File: src/hw/rtl/fqs_pkg.sv
//------------------------------------------------------------------------------
// fqs_pkg
// Shared types and constants of the searchable FIFO queue.
//------------------------------------------------------------------------------
`default_nettype none

package fqs_pkg;

  localparam logic [1:0] OP_ENQUEUE = 2'd0;
  localparam logic [1:0] OP_DEQUEUE = 2'd1;
  localparam logic [1:0] OP_SEARCH  = 2'd2;
  localparam logic [1:0] OP_CLEAR   = 2'd3;

  localparam int WORD_W  = 32;
  localparam int COUNT_W = 5;

  localparam logic signed [WORD_W-1:0] EMPTY_READ = '1;

  // Depth of the command queue between the front and the back.
  localparam int CQ_DEPTH = 2;
  localparam int CQ_AW    = $clog2(CQ_DEPTH);
  localparam int CQ_CW    = $clog2(CQ_DEPTH + 1);

  typedef struct packed {
    logic                     is_enq;
    logic                     is_deq;
    logic                     is_search;
    logic                     is_clear;
    logic signed [WORD_W-1:0] value;
  } fqs_cmd_t;

  typedef struct packed {
    logic signed [WORD_W-1:0] read_value;
    logic                     found;
    logic                     was_empty;
    logic                     overflow;
    logic [COUNT_W-1:0]       item_count;
    logic signed [WORD_W-1:0] front_value;
    logic signed [WORD_W-1:0] rear_value;
  } fqs_rsp_t;

endpackage

`default_nettype wire

File: src/hw/rtl/fqs_cmd_if.sv
//------------------------------------------------------------------------------
// fqs_cmd_if
// Command channel: one word carries an opcode and a value.
//------------------------------------------------------------------------------
`default_nettype none

interface fqs_cmd_if
  import fqs_pkg::*;
();
  logic                     valid;
  logic                     ready;
  logic [1:0]               opcode;
  logic signed [WORD_W-1:0] value;

  modport source (output valid, output opcode, output value, input ready);
  modport sink (input valid, input opcode, input value, output ready);
endinterface

`default_nettype wire

File: src/hw/rtl/fqs_rsp_if.sv
//------------------------------------------------------------------------------
// fqs_rsp_if
// Response channel: one word carries the result of one command.
//------------------------------------------------------------------------------
`default_nettype none

interface fqs_rsp_if
  import fqs_pkg::*;
();
  logic                     valid;
  logic                     ready;
  logic signed [WORD_W-1:0] read_value;
  logic                     found;
  logic                     was_empty;
  logic                     overflow;
  logic [COUNT_W-1:0]       item_count;
  logic signed [WORD_W-1:0] front_value;
  logic signed [WORD_W-1:0] rear_value;

  modport source (
    output valid, output read_value, output found, output was_empty,
    output overflow, output item_count, output front_value, output rear_value,
    input ready
  );
  modport sink (
    input valid, input read_value, input found, input was_empty,
    input overflow, input item_count, input front_value, input rear_value,
    output ready
  );
endinterface

`default_nettype wire

File: src/hw/rtl/fqs_front.sv
//------------------------------------------------------------------------------
// fqs_front
// Accepts command words, decodes the opcode and holds them in a short queue.
//------------------------------------------------------------------------------
`default_nettype none

module fqs_front
  import fqs_pkg::*;
(
  input  wire logic clk,
  input  wire logic rst,
  fqs_cmd_if.sink   cmd,
  output fqs_cmd_t  issue,
  output logic      issue_valid,
  input  wire logic issue_pop
);

  fqs_cmd_t         slots [CQ_DEPTH];
  logic [CQ_AW-1:0] wr_ptr;
  logic [CQ_AW-1:0] rd_ptr;
  logic [CQ_CW-1:0] fill;
  logic             push;
  logic             pop;
  fqs_cmd_t         decoded;

  always_comb begin
    decoded           = '0;
    decoded.value     = cmd.value;
    decoded.is_enq    = (cmd.opcode == OP_ENQUEUE);
    decoded.is_deq    = (cmd.opcode == OP_DEQUEUE);
    decoded.is_search = (cmd.opcode == OP_SEARCH);
    decoded.is_clear  = (cmd.opcode == OP_CLEAR);
  end

  assign cmd.ready   = (fill != CQ_CW'(CQ_DEPTH));
  assign push        = cmd.valid && cmd.ready;
  assign issue_valid = (fill != '0);
  assign pop         = issue_pop && issue_valid;
  assign issue       = slots[rd_ptr];

  always_ff @(posedge clk) begin
    if (push) begin
      slots[wr_ptr] <= decoded;
    end
  end

  always_ff @(posedge clk) begin
    if (rst) begin
      wr_ptr <= '0;
      rd_ptr <= '0;
      fill   <= '0;
    end else begin
      if (push) begin
        wr_ptr <= wr_ptr + 1'b1;
      end
      if (pop) begin
        rd_ptr <= rd_ptr + 1'b1;
      end
      if (push && !pop) begin
        fill <= fill + 1'b1;
      end else if (pop && !push) begin
        fill <= fill - 1'b1;
      end
    end
  end

endmodule

`default_nettype wire

File: src/hw/rtl/fqs_back.sv
//------------------------------------------------------------------------------
// fqs_back
// Executes queued commands on the ring store and registers the response word.
//------------------------------------------------------------------------------
`default_nettype none

module fqs_back
  import fqs_pkg::*;
#(
  parameter int DEPTH = 16
) (
  input  wire logic clk,
  input  wire logic rst,
  input  fqs_cmd_t  issue,
  input  wire logic issue_valid,
  output logic      issue_pop,
  fqs_rsp_if.source rsp
);

  localparam int AW = $clog2(DEPTH);
  localparam int CW = $clog2(DEPTH + 1);

  localparam logic [1:0] ST_IDLE  = 2'd0;
  localparam logic [1:0] ST_FETCH = 2'd1;
  localparam logic [1:0] ST_SCAN  = 2'd2;

  logic signed [WORD_W-1:0] mem [DEPTH];
  logic signed [WORD_W-1:0] rd_data;
  logic [AW-1:0]            rd_addr;

  logic [1:0]               state;
  logic [AW-1:0]            head;
  logic [AW-1:0]            tail;
  logic [CW-1:0]            count;
  logic signed [WORD_W-1:0] front_word;
  logic signed [WORD_W-1:0] rear_word;
  logic signed [WORD_W-1:0] deq_word;
  logic signed [WORD_W-1:0] key;
  logic [AW-1:0]            scan_ptr;
  logic [CW-1:0]            scan_left;
  logic                     hit;

  logic                     out_free;
  logic                     start;
  logic                     full;
  logic                     empty;
  logic                     match;
  logic                     mem_we;
  logic [AW-1:0]            head_inc;
  logic                     out_set;
  fqs_rsp_t                 o;

  function automatic logic [AW-1:0] ring_next(input logic [AW-1:0] idx);
    ring_next = (idx == AW'(DEPTH - 1)) ? '0 : idx + 1'b1;
  endfunction

  assign out_free  = !rsp.valid || rsp.ready;
  assign start     = (state == ST_IDLE) && issue_valid && out_free;
  assign issue_pop = start;
  assign full      = (count == CW'(DEPTH));
  assign empty     = (count == '0);
  assign head_inc  = ring_next(head);
  assign match     = (rd_data == key);
  assign mem_we    = start && issue.is_enq && !full;
  assign rd_addr   = (state == ST_IDLE) ? (issue.is_deq ? head_inc : head) : scan_ptr;

  always_ff @(posedge clk) begin
    if (mem_we) begin
      mem[tail] <= issue.value;
    end
    rd_data <= mem[rd_addr];
  end

  always_comb begin
    out_set      = 1'b0;
    o            = '0;
    o.item_count = COUNT_W'(count);
    case (state)
      ST_IDLE: begin
        if (start) begin
          out_set = 1'b1;
          if (issue.is_enq) begin
            if (full) begin
              o.overflow    = 1'b1;
              o.front_value = front_word;
              o.rear_value  = rear_word;
            end else begin
              o.item_count  = COUNT_W'(count + 1'b1);
              o.front_value = empty ? issue.value : front_word;
              o.rear_value  = issue.value;
            end
          end else if (issue.is_deq) begin
            if (empty) begin
              o.read_value = EMPTY_READ;
              o.was_empty  = 1'b1;
            end else begin
              out_set = 1'b0;
            end
          end else if (issue.is_search) begin
            out_set = empty;
          end else begin
            o.item_count = '0;
          end
        end
      end
      ST_FETCH: begin
        out_set      = 1'b1;
        o.read_value = deq_word;
        if (!empty) begin
          o.front_value = rd_data;
          o.rear_value  = rear_word;
        end
      end
      ST_SCAN: begin
        if (scan_left == '0) begin
          out_set       = 1'b1;
          o.found       = hit || match;
          o.front_value = front_word;
          o.rear_value  = rear_word;
        end
      end
      default: begin
        out_set = 1'b0;
      end
    endcase
  end

  always_ff @(posedge clk) begin
    if (out_set) begin
      rsp.read_value  <= o.read_value;
      rsp.found       <= o.found;
      rsp.was_empty   <= o.was_empty;
      rsp.overflow    <= o.overflow;
      rsp.item_count  <= o.item_count;
      rsp.front_value <= o.front_value;
      rsp.rear_value  <= o.rear_value;
    end
  end

  always_ff @(posedge clk) begin
    if (rst) begin
      state     <= ST_IDLE;
      head      <= '0;
      tail      <= '0;
      count     <= '0;
      rsp.valid <= 1'b0;
    end else begin
      if (out_set) begin
        rsp.valid <= 1'b1;
      end else if (rsp.ready) begin
        rsp.valid <= 1'b0;
      end
      case (state)
        ST_IDLE: begin
          if (start) begin
            if (issue.is_enq) begin
              if (!full) begin
                tail      <= ring_next(tail);
                count     <= count + 1'b1;
                rear_word <= issue.value;
                if (empty) begin
                  front_word <= issue.value;
                end
              end
            end else if (issue.is_deq) begin
              if (!empty) begin
                head     <= head_inc;
                count    <= count - 1'b1;
                deq_word <= front_word;
                state    <= ST_FETCH;
              end
            end else if (issue.is_search) begin
              if (!empty) begin
                key       <= issue.value;
                hit       <= 1'b0;
                scan_ptr  <= head_inc;
                scan_left <= count - 1'b1;
                state     <= ST_SCAN;
              end
            end else begin
              head  <= '0;
              tail  <= '0;
              count <= '0;
            end
          end
        end
        ST_FETCH: begin
          front_word <= rd_data;
          state      <= ST_IDLE;
        end
        ST_SCAN: begin
          if (scan_left == '0) begin
            state <= ST_IDLE;
          end else begin
            hit       <= hit || match;
            scan_ptr  <= ring_next(scan_ptr);
            scan_left <= scan_left - 1'b1;
          end
        end
        default: begin
          state <= ST_IDLE;
        end
      endcase
    end
  end

endmodule

`default_nettype wire

File: src/hw/rtl/fifo_queue_with_search.sv
//------------------------------------------------------------------------------
// fifo_queue_with_search
// Bounded FIFO queue of signed 32-bit words with enqueue, dequeue, search
// and clear commands; every command returns one response word.
//
//   channel | direction | carries
//   --------+-----------+-------------------------------------------------
//   cmd     | in        | opcode, value
//   rsp     | out       | read_value, found, was_empty, overflow,
//           |           | item_count, front_value, rear_value
//
// Enqueue, clear and any command on an empty queue complete in the idle
// state of the execution unit; a dequeue also passes through the fetch
// state, since the new front word is read from the store. A search walks
// the stored words in the scan state, one store read per stored word.
// A two-word command queue lets the input run ahead of the execution unit;
// a new command starts only once the response register is free or its word is taken.
// Reset is synchronous and empties the queue; no clearing pass is needed.
//------------------------------------------------------------------------------
`default_nettype none

module fifo_queue_with_search
  import fqs_pkg::*;
#(
  parameter int DEPTH = 16
) (
  input  wire logic clk,
  input  wire logic rst,
  fqs_cmd_if.sink   cmd,
  fqs_rsp_if.source rsp
);

  fqs_cmd_t issue;
  logic     issue_valid;
  logic     issue_pop;

  fqs_front u_front (
    .clk         (clk),
    .rst         (rst),
    .cmd         (cmd),
    .issue       (issue),
    .issue_valid (issue_valid),
    .issue_pop   (issue_pop)
  );

  fqs_back #(
    .DEPTH (DEPTH)
  ) u_back (
    .clk         (clk),
    .rst         (rst),
    .issue       (issue),
    .issue_valid (issue_valid),
    .issue_pop   (issue_pop),
    .rsp         (rsp)
  );

endmodule

`default_nettype wire
File: src/flat_wrapper.sv
// flat-port wrapper written by rule: the top's interface ports become plain ports
module fifo_queue_with_search_flat import fqs_pkg::*;
#(
  parameter int DEPTH = 16
)
  (clk, rst, cmd_valid, cmd_opcode, cmd_value, cmd_ready, rsp_valid, rsp_read_value, rsp_found, rsp_was_empty, rsp_overflow, rsp_item_count, rsp_front_value, rsp_rear_value, rsp_ready);
  fqs_cmd_if cmd_i ();
  fqs_rsp_if rsp_i ();
  input  wire logic clk;
  input  wire logic rst;
  input wire logic [$bits(cmd_i.valid)-1:0] cmd_valid;
  input wire logic [$bits(cmd_i.opcode)-1:0] cmd_opcode;
  input wire logic [$bits(cmd_i.value)-1:0] cmd_value;
  output wire logic [$bits(cmd_i.ready)-1:0] cmd_ready;
  output wire logic [$bits(rsp_i.valid)-1:0] rsp_valid;
  output wire logic [$bits(rsp_i.read_value)-1:0] rsp_read_value;
  output wire logic [$bits(rsp_i.found)-1:0] rsp_found;
  output wire logic [$bits(rsp_i.was_empty)-1:0] rsp_was_empty;
  output wire logic [$bits(rsp_i.overflow)-1:0] rsp_overflow;
  output wire logic [$bits(rsp_i.item_count)-1:0] rsp_item_count;
  output wire logic [$bits(rsp_i.front_value)-1:0] rsp_front_value;
  output wire logic [$bits(rsp_i.rear_value)-1:0] rsp_rear_value;
  input wire logic [$bits(rsp_i.ready)-1:0] rsp_ready;
  assign cmd_i.valid = cmd_valid;
  assign cmd_i.opcode = cmd_opcode;
  assign cmd_i.value = cmd_value;
  assign cmd_ready = cmd_i.ready;
  assign rsp_valid = rsp_i.valid;
  assign rsp_read_value = rsp_i.read_value;
  assign rsp_found = rsp_i.found;
  assign rsp_was_empty = rsp_i.was_empty;
  assign rsp_overflow = rsp_i.overflow;
  assign rsp_item_count = rsp_i.item_count;
  assign rsp_front_value = rsp_i.front_value;
  assign rsp_rear_value = rsp_i.rear_value;
  assign rsp_i.ready = rsp_ready;
  fifo_queue_with_search #(.DEPTH(DEPTH)) u_core (.clk(clk), .rst(rst), .cmd(cmd_i), .rsp(rsp_i));
endmodule
File: config.mk
export PLATFORM = sky130hd
export DESIGN_NAME = fifo_queue_with_search_flat
export DESIGN_NICKNAME = d
export VERILOG_FILES = /design/src/hw/rtl/fqs_pkg.sv /design/src/hw/rtl/fqs_cmd_if.sv /design/src/hw/rtl/fqs_rsp_if.sv /design/src/hw/rtl/fqs_front.sv /design/src/hw/rtl/fqs_back.sv /design/src/hw/rtl/fifo_queue_with_search.sv /design/src/flat_wrapper.sv
export SDC_FILE = /design/constraint.sdc
export NUM_CORES = 1
export LEC_CHECK = 0
export ABC_AREA = 1
export BUFFER_PORTS_ARGS = -buffer_cell sky130_fd_sc_hd__buf_2
export CORE_MARGIN = 2
export CORE_UTILIZATION = 30
export CTS_CLUSTER_DIAMETER = 150
export CTS_CLUSTER_SIZE = 16
export DETAILED_ROUTE_END_ITERATION = 7
export PLACE_DENSITY = 0.45
export SETUP_SLACK_MARGIN = 0.4
export SLEW_MARGIN = 5
export SYNTH_ARGS = -nofsm -noshare
export SYNTH_HDL_FRONTEND = slang
export SYNTH_SLANG_ARGS = --single-unit
File: constraint.sdc
create_clock -name clk -period 17.9 [get_ports clk]
set_clock_uncertainty 0.2 [all_clocks]
set_input_delay 3.58 -clock clk [delete_from_list [all_inputs] [get_ports clk]]
set_output_delay 3.58 -clock clk [all_outputs]
set_load 0.05 [all_outputs]
==> impl_metrics.csv, run 1 <==
group,metric,value,unit
run,maxCapViolCount,0,
placed_design,hpwl,61200,um
grt,grt_overflow,0,
sta,relSlewSlack,0.207,
worst_setup_path,crit_fanout,32,
logic_synthesis,ys_seq_elements,877,
clock_tree,clkLatencyLatePin,0.68,ns
worst_setup_path,worstPathRequired,17.97,ns
clock_tree,h-tree-depth,2,
die,core,0.121,mm2
clock_tree,cts.clk_slew.worst_paths,0.07,ns
logic_synthesis,synthCells,3251,
grt,first_global_vias,21900,
grt,grt_max_degree,113,
route,via_count,23200,
worst_setup_path,crit_type,"input pin to flop",
cells_and_area,fillCellCount,12300,
clock_tree,postCtsSetupRepairBufs,0,
hold_path,hp-class,"flop to flop",
logic_synthesis,synthXorXnorAreaFrac,0.00863,
die,ios,144,
grt,grt_pass1_wl,150000,um
logic_synthesis,synth_area_leaders,"edfxtp_1 68%, nand2_1 8.4%, nand3_1 8.4%",
logic_synthesis,yosys.area.top_type,"edfxtp_1",
die,num_rows,128,
worst_setup_path,arrival,6.24,ns
route,avgViaCountPerCell,4.66,
worst_setup_path,worstSetupStartpoint,"rsp_ready",
clock_tree,post_cts_resized,0,
logic_synthesis,synthAdderAreaFrac,0.00411,
power,leakagePower,15.8,nW
clock_tree,cts_root_buf,"clkbuf_16",
placed_design,port-buffer-count,143,
worst_setup_path,cp_slowest_cell,"nor2_4",
cells_and_area,layout_commonest_cell,"edfxtp_1",
worst_setup_path,end_kind,"flop",
logic_synthesis,syn_area_per_cell,11.2,um2
clock_tree,cts-hold-fix-buffers,0,
logic_synthesis,synth-simple-area-share,0.179,
logic_synthesis,synth-compound-area-share,0.0363,
sta,setup_viol,0,
die,start_util,0.301,
route,drc,0,
run_status,status,"complete, no violations",
grt,grt.total_usage,0.160,
cells_and_area,drive_above_1_share,0.0963,
sta,finalMaxSlewViolations,0,
sta,tightest_slew,1.19,ns
sta,hold_viol,0,
power,power_density,194,mW/mm2
route,routedWlPerCell,20.3,um
route,dr.pass1.iters,6,
logic_synthesis,synthesis.area,0.0365,mm2
clock_tree,cts_buffer_depth,3,
logic_synthesis,synth_top_family_by_area,"simple AND/OR/NAND/NOR gates",
logic_synthesis,ys.flop_type,"edfxtp_1",
die,die_h,353,um
sta,rsz0062_at_grt,"false",
clock_tree,clock_sinks,877,
worst_setup_path,crit_path_frequent_cell,"nand2_1",
grt,antenna_found_initial,5,
worst_setup_path,cp-start-kind,"input pin",
power,ir_drop,0.000133,V
cells_and_area,final_cell_mix,"824 x edfxtp_1, 817 x nand2_1, 612 x nand3_1",
cells_and_area,area_growth,11.6,%
sta,layout_min_cycle_time,6.17,ns
cells_and_area,final_cell_area,0.0408,mm2
worst_setup_path,path_cells,"buf_2 > inv_1 > nand2_1 > nand3_2 > nor2_2 > nand2_2 > clkinv_1 > nand2_1 > nor2_4",
placed_design,place_area,0.0391,mm2
route,ant_nets,0,
die,die-area,0.125,mm2
route,routed_wl,101000,um
power,power,0.00792,W
logic_synthesis,synth_fp_nets,3301,
cells_and_area,nets,3374,
placed_design,gp_congestion,0.827,
logic_synthesis,yosysWarnings,0,
logic_synthesis,synth.distinct_cells,39,
hold_path,worstHoldStart,"u_core.u_front.rd_ptr",
worst_setup_path,slowest_delay,0.94,ns
die,die_x,353,um
logic_synthesis,muxShareOfSynthArea,0.000274,
logic_synthesis,ys_async_sr_fraction,0,
sta,fin_crit_sh,0.345,
clock_tree,cts_tree,"built",
logic_synthesis,synth_edf_count,824,
sta,setup_tns,0,ns
logic_synthesis,seq_area_frac_synth,0.706,
route,first_iter_violations,2106,
logic_synthesis,synth_top_area_frac,0.677,
sta,max_freq,0.162,GHz
clock_tree,cts_buffers,60,
==> final cells by class <==
class                   instances  area, um2  area share
well taps                    1625       2030      0.0499
multi-input cells            1794       8680       0.213
repair buffers                191       1080      0.0264
diodes                          1       2.50   0.0000614
inverters                     400       1500      0.0369
clock inverters                 2       21.3    0.000522
flip-flops and latches        877      25800       0.633
clock buffers                  89       1650      0.0405
==> state kept, by name, summed over array words and instances, names as in the netlist, 2 cells and up, named ones only <==
name	count
u_core.u_back.scan_ptr	4
u_core.u_back.deq_word	32
u_core.u_back.tail	4
u_core.u_back.state	2
u_core.u_front.slots	70
u_core.u_back.rsp.item_count	5
u_core.u_back.rsp.front_value	32
u_core.u_back.mem	512
u_core.u_back.rsp.read_value	32
u_core.u_back.rear_word	32
u_core.u_back.scan_left	5
u_core.u_back.front_word	32
u_core.u_back.key	32
u_core.u_back.rd_data	32
u_core.u_front.fill	2
u_core.u_back.head	4
u_core.u_back.count	5
u_core.u_back.rsp.rear_value	32
==> logic make-up (layout without fill, tap and decap cells) <==
logic type	Yosys count	count (layout)
compound gates	227	227
xor+xnor	36	36
fa+ha+maj	12	12
buf+inv	580	682
flops	877	877
mux	1	1
other cells	0	1
simple gates	1518	1518
==> report_power, final <==
group          switching [W]  internal (W)  total, W
registers           0.000169       0.00288   0.00305
clock network       0.000694      0.000632   0.00133
logic                0.00276      0.000790   0.00355
total                0.00362       0.00430   0.00792
==> metrics by stage <==
step / setup slack (ns) / hold WS, ns / std cells / util
finish: 11.73 / 0.259 / 4979 / 0.336
CTS: 11.63 / 0.256 / 4978 / 0.336
floorplan: 9.35 / 0.226 / 3251 / -
global placement: 10.99 / 0.240 / 4887 / 0.322
detailed placement: 10.91 / 0.245 / 4887 / 0.322
global route: 11.51 / 0.276 / 4978 / 0.336
==> critical path: cells and delay by family <==
| kind | cells | cell delay [ns] |
|---|---|---|
| buffers and inverters | 3 | 0.55 |
| and+or+nand+nor | 6 | 2.04 |
==> metal layers <==
layer	track usage	up-vias	wire (um)
met1	0.239	11300	48900
met3	0.0233	96	5170
li1	-	11200	-
met4	0.0346	0	1750
met5	0	-	0
met2	0.248	566	45500
==> Yosys cell counts, drive strengths merged, types with 4 or more instances <==
master / number
nor3: 8
o211ai: 5
nand3: 614
clkbuf: 30
o221ai: 31
ha: 12
nor2: 60
nand2: 823
edfxtp: 824
a211oi: 4
or2: 8
nand4: 4
o22ai: 27
dfxtp: 53
a21oi: 15
xnor2: 16
o21ai: 139
xor2: 20
inv: 398
buf: 150
==> final timing paths <==
check                           slack (ns)  cells after the start                         to
worst max-delay path                 11.73                      9  u_core.u_back.mem[10][17]
worst min-delay path                  0.26                      1      u_core.u_front.rd_ptr
worst max register to register       12.58                     13   u_core.u_back.rd_data[0]
worst min register to register        0.26                      1      u_core.u_front.rd_ptr
Note: power is estimated with default switching activity, not from simulation.
==> run 2: changes to the inputs <==
==> constraint.sdc (replaced) <==
create_clock -name clk -period 6.1 [get_ports clk]
set_clock_uncertainty 0.2 [all_clocks]
set_input_delay 1.22 -clock clk [delete_from_list [all_inputs] [get_ports clk]]
set_output_delay 1.22 -clock clk [all_outputs]
set_load 0.05 [all_outputs]
==> run 2 against run 1 <==
Net effect: die area did not move; clock power rose to 3.0 times the previous value; critical endpoint is now u_core.u_back.rd_data[29]; critical path type is now flop to flop; non-clock buffer count up 7; worst setup slack lost 9.7 ns; sequential share of layout area decreased by 0.41 points.
==> impl_metrics.csv, run 2 (synthesized netlist as in run 1, its figures left out) <==
group,metric,value,unit
sta,rsz0062_at_grt,"false",
run_status,status,"complete, no violations",
sta,max_freq,0.246,GHz
power,power,0.0234,W
worst_setup_path,crit_type,"flop to flop",
sta,fin_crit_sh,0.666,
grt,antenna_found_initial,7,
grt,grt_overflow,0,
sta,tightest_slew,1.30,ns
clock_tree,post_cts_resized,0,
worst_setup_path,reg2reg_depth,13,
die,die_h,353,um
route,via_count,23500,
cells_and_area,final_cell_mix,"824 x edfxtp_1, 815 x nand2_1, 612 x nand3_1",
route,drc,0,
sta,relSlewSlack,0.132,
worst_setup_path,crit_fanout,104,
worst_setup_path,r2r_slack,2.04,ns
cells_and_area,largest_reg_flops,512,
worst_setup_path,path_cells,"inv_4 > nand2_2 > nand2_2 > nand3_2 > nand2_8 > nand2_8 > buf_12 > buf_4 > nand2_1 > nand3_1 > nand3_1 > nand3_1 > nand2_1",
clock_tree,cts_tree,"built",
cells_and_area,final_cell_area,0.0410,mm2
placed_design,port-buffer-count,143,
cells_and_area,layout_commonest_cell,"edfxtp_1",
cells_and_area,final_util,0.338,
clock_tree,cts_buffer_depth,3,
hold_path,worstHoldStart,"u_core.u_front.rd_ptr",
power,leakagePower,15.9,nW
cells_and_area,top_regs,"u_core.u_back.mem: 512 flops, u_core.u_front.slots: 70 flops",
worst_setup_path,cp-start-kind,"flop",
power,power_density,569,mW/mm2
worst_setup_path,arrival,4.41,ns
route,dr.pass1.iters,5,
placed_design,placed_cells,4894,
grt,grt.total_usage,0.164,
route,routedWlPerCell,20.8,um
grt,grt_pass1_wl,154000,um
sta,layout_min_cycle_time,4.06,ns
sta,finalMaxSlewViolations,0,
cells_and_area,drive_above_1_share,0.0984,
clock_tree,cts-hold-fix-buffers,0,
clock_tree,h-tree-depth,2,
die,die-area,0.125,mm2
grt,grt_max_degree,129,
placed_design,place_area,0.0393,mm2
worst_setup_path,worstPathRequired,6.44,ns
route,ant_nets,0,
route,first_iter_violations,2010,
sta,setup_tns,0,ns
die,start_util,0.301,
run,maxCapViolCount,0,
route,routed_wl,104000,um
clock_tree,cts_root_buf,"clkbuf_16",
cells_and_area,area_growth,12.3,%
worst_setup_path,cp_slowest_cell,"dfxtp_2",
clock_tree,cts_buffers,60,
clock_tree,postCtsSetupRepairBufs,0,
worst_setup_path,slowest_delay,0.68,ns
sta,setup_viol,0,
clock_tree,clkLatencyLatePin,0.70,ns
die,die_x,353,um
grt,first_global_vias,22700,
cells_and_area,top_register,"u_core.u_back.mem",
placed_design,gp_congestion,0.785,
placed_design,hpwl,62600,um
worst_setup_path,reg2reg_to,"u_core.u_back.rd_data[29]",
hold_path,hp-class,"flop to flop",
hold_path,hold_depth,1,
cells_and_area,stdcell_count,5010,
clock_tree,cts.clk_slew.worst_paths,0.07,ns
die,num_rows,128,
worst_setup_path,crit_path_frequent_cell,"nand3_1",
route,avgViaCountPerCell,4.69,
die,ios,144,
power,ir_drop,0.000460,V
clock_tree,clock_sinks,877,
cells_and_area,nets,3381,
sta,hold_viol,0,
worst_setup_path,end_kind,"flop",
die,core,0.121,mm2
[run 2: routing by layer]
| layer | share of wire | GRT usage | vias to the layer above |
|---|---|---|---|
| met4 | 0.019 | 0.0346 | 0 |
| met1 | 0.48 | 0.239 | 11500 |
| met2 | 0.45 | 0.259 | 601 |
| met5 | 0 | 0 | - |
| li1 | - | - | 11200 |
| met3 | 0.051 | 0.0244 | 108 |
[run 2: through the flow]
step / hold WS (ns) / setup WS (ns)
3_3_place_gp: 0.236 / 1.81
5_1_grt: 0.287 / 1.69
2_1_floorplan: 0.226 / 0.0341
3_5_place_dp: 0.238 / 1.80
4_1_cts: 0.256 / 1.97
6_report: 0.255 / 2.04
[run 2: power breakdown]
part | internal [W] | switching, W
Sequential | 0.00843 | 0.000462
Clock | 0.00187 | 0.00206
Combinational | 0.00242 | 0.00812
Total | 0.0127 | 0.0106
[run 2: final cells by class]
class | instances | area, um2
repair buffers | 198 | 1220
clock buffers | 110 | 1690
flip-flops and latches | 877 | 25800
inverters | 400 | 1520
diodes | 2 | 5.00
multi-input cells | 1794 | 8710
clock inverters | 4 | 52.6
well taps | 1625 | 2030
fillers | 12200 | 80400
[run 2: worst max path at each step]
stage	start	endpoint	slack [ns]
floorplan	rsp_ready	u_core.u_back.rsp.found	0.03
global placement	rsp_ready	u_core.u_back.mem[1][7]	1.81
detailed placement	rsp_ready	u_core.u_back.mem[11][10]	1.80
CTS	flop	u_core.u_back.rd_data[29]	1.97
global route	flop	u_core.u_back.rd_data[29]	1.69
finish	flop	u_core.u_back.rd_data[29]	2.04
[run 2: worst max-delay path: cells and delay by family (launching register included)]
kind | cells | cell delay, ns
buffers and inverters | 3 | 1.01
DFF | 1 | 0.68
and+or+nand+nor | 10 | 1.86
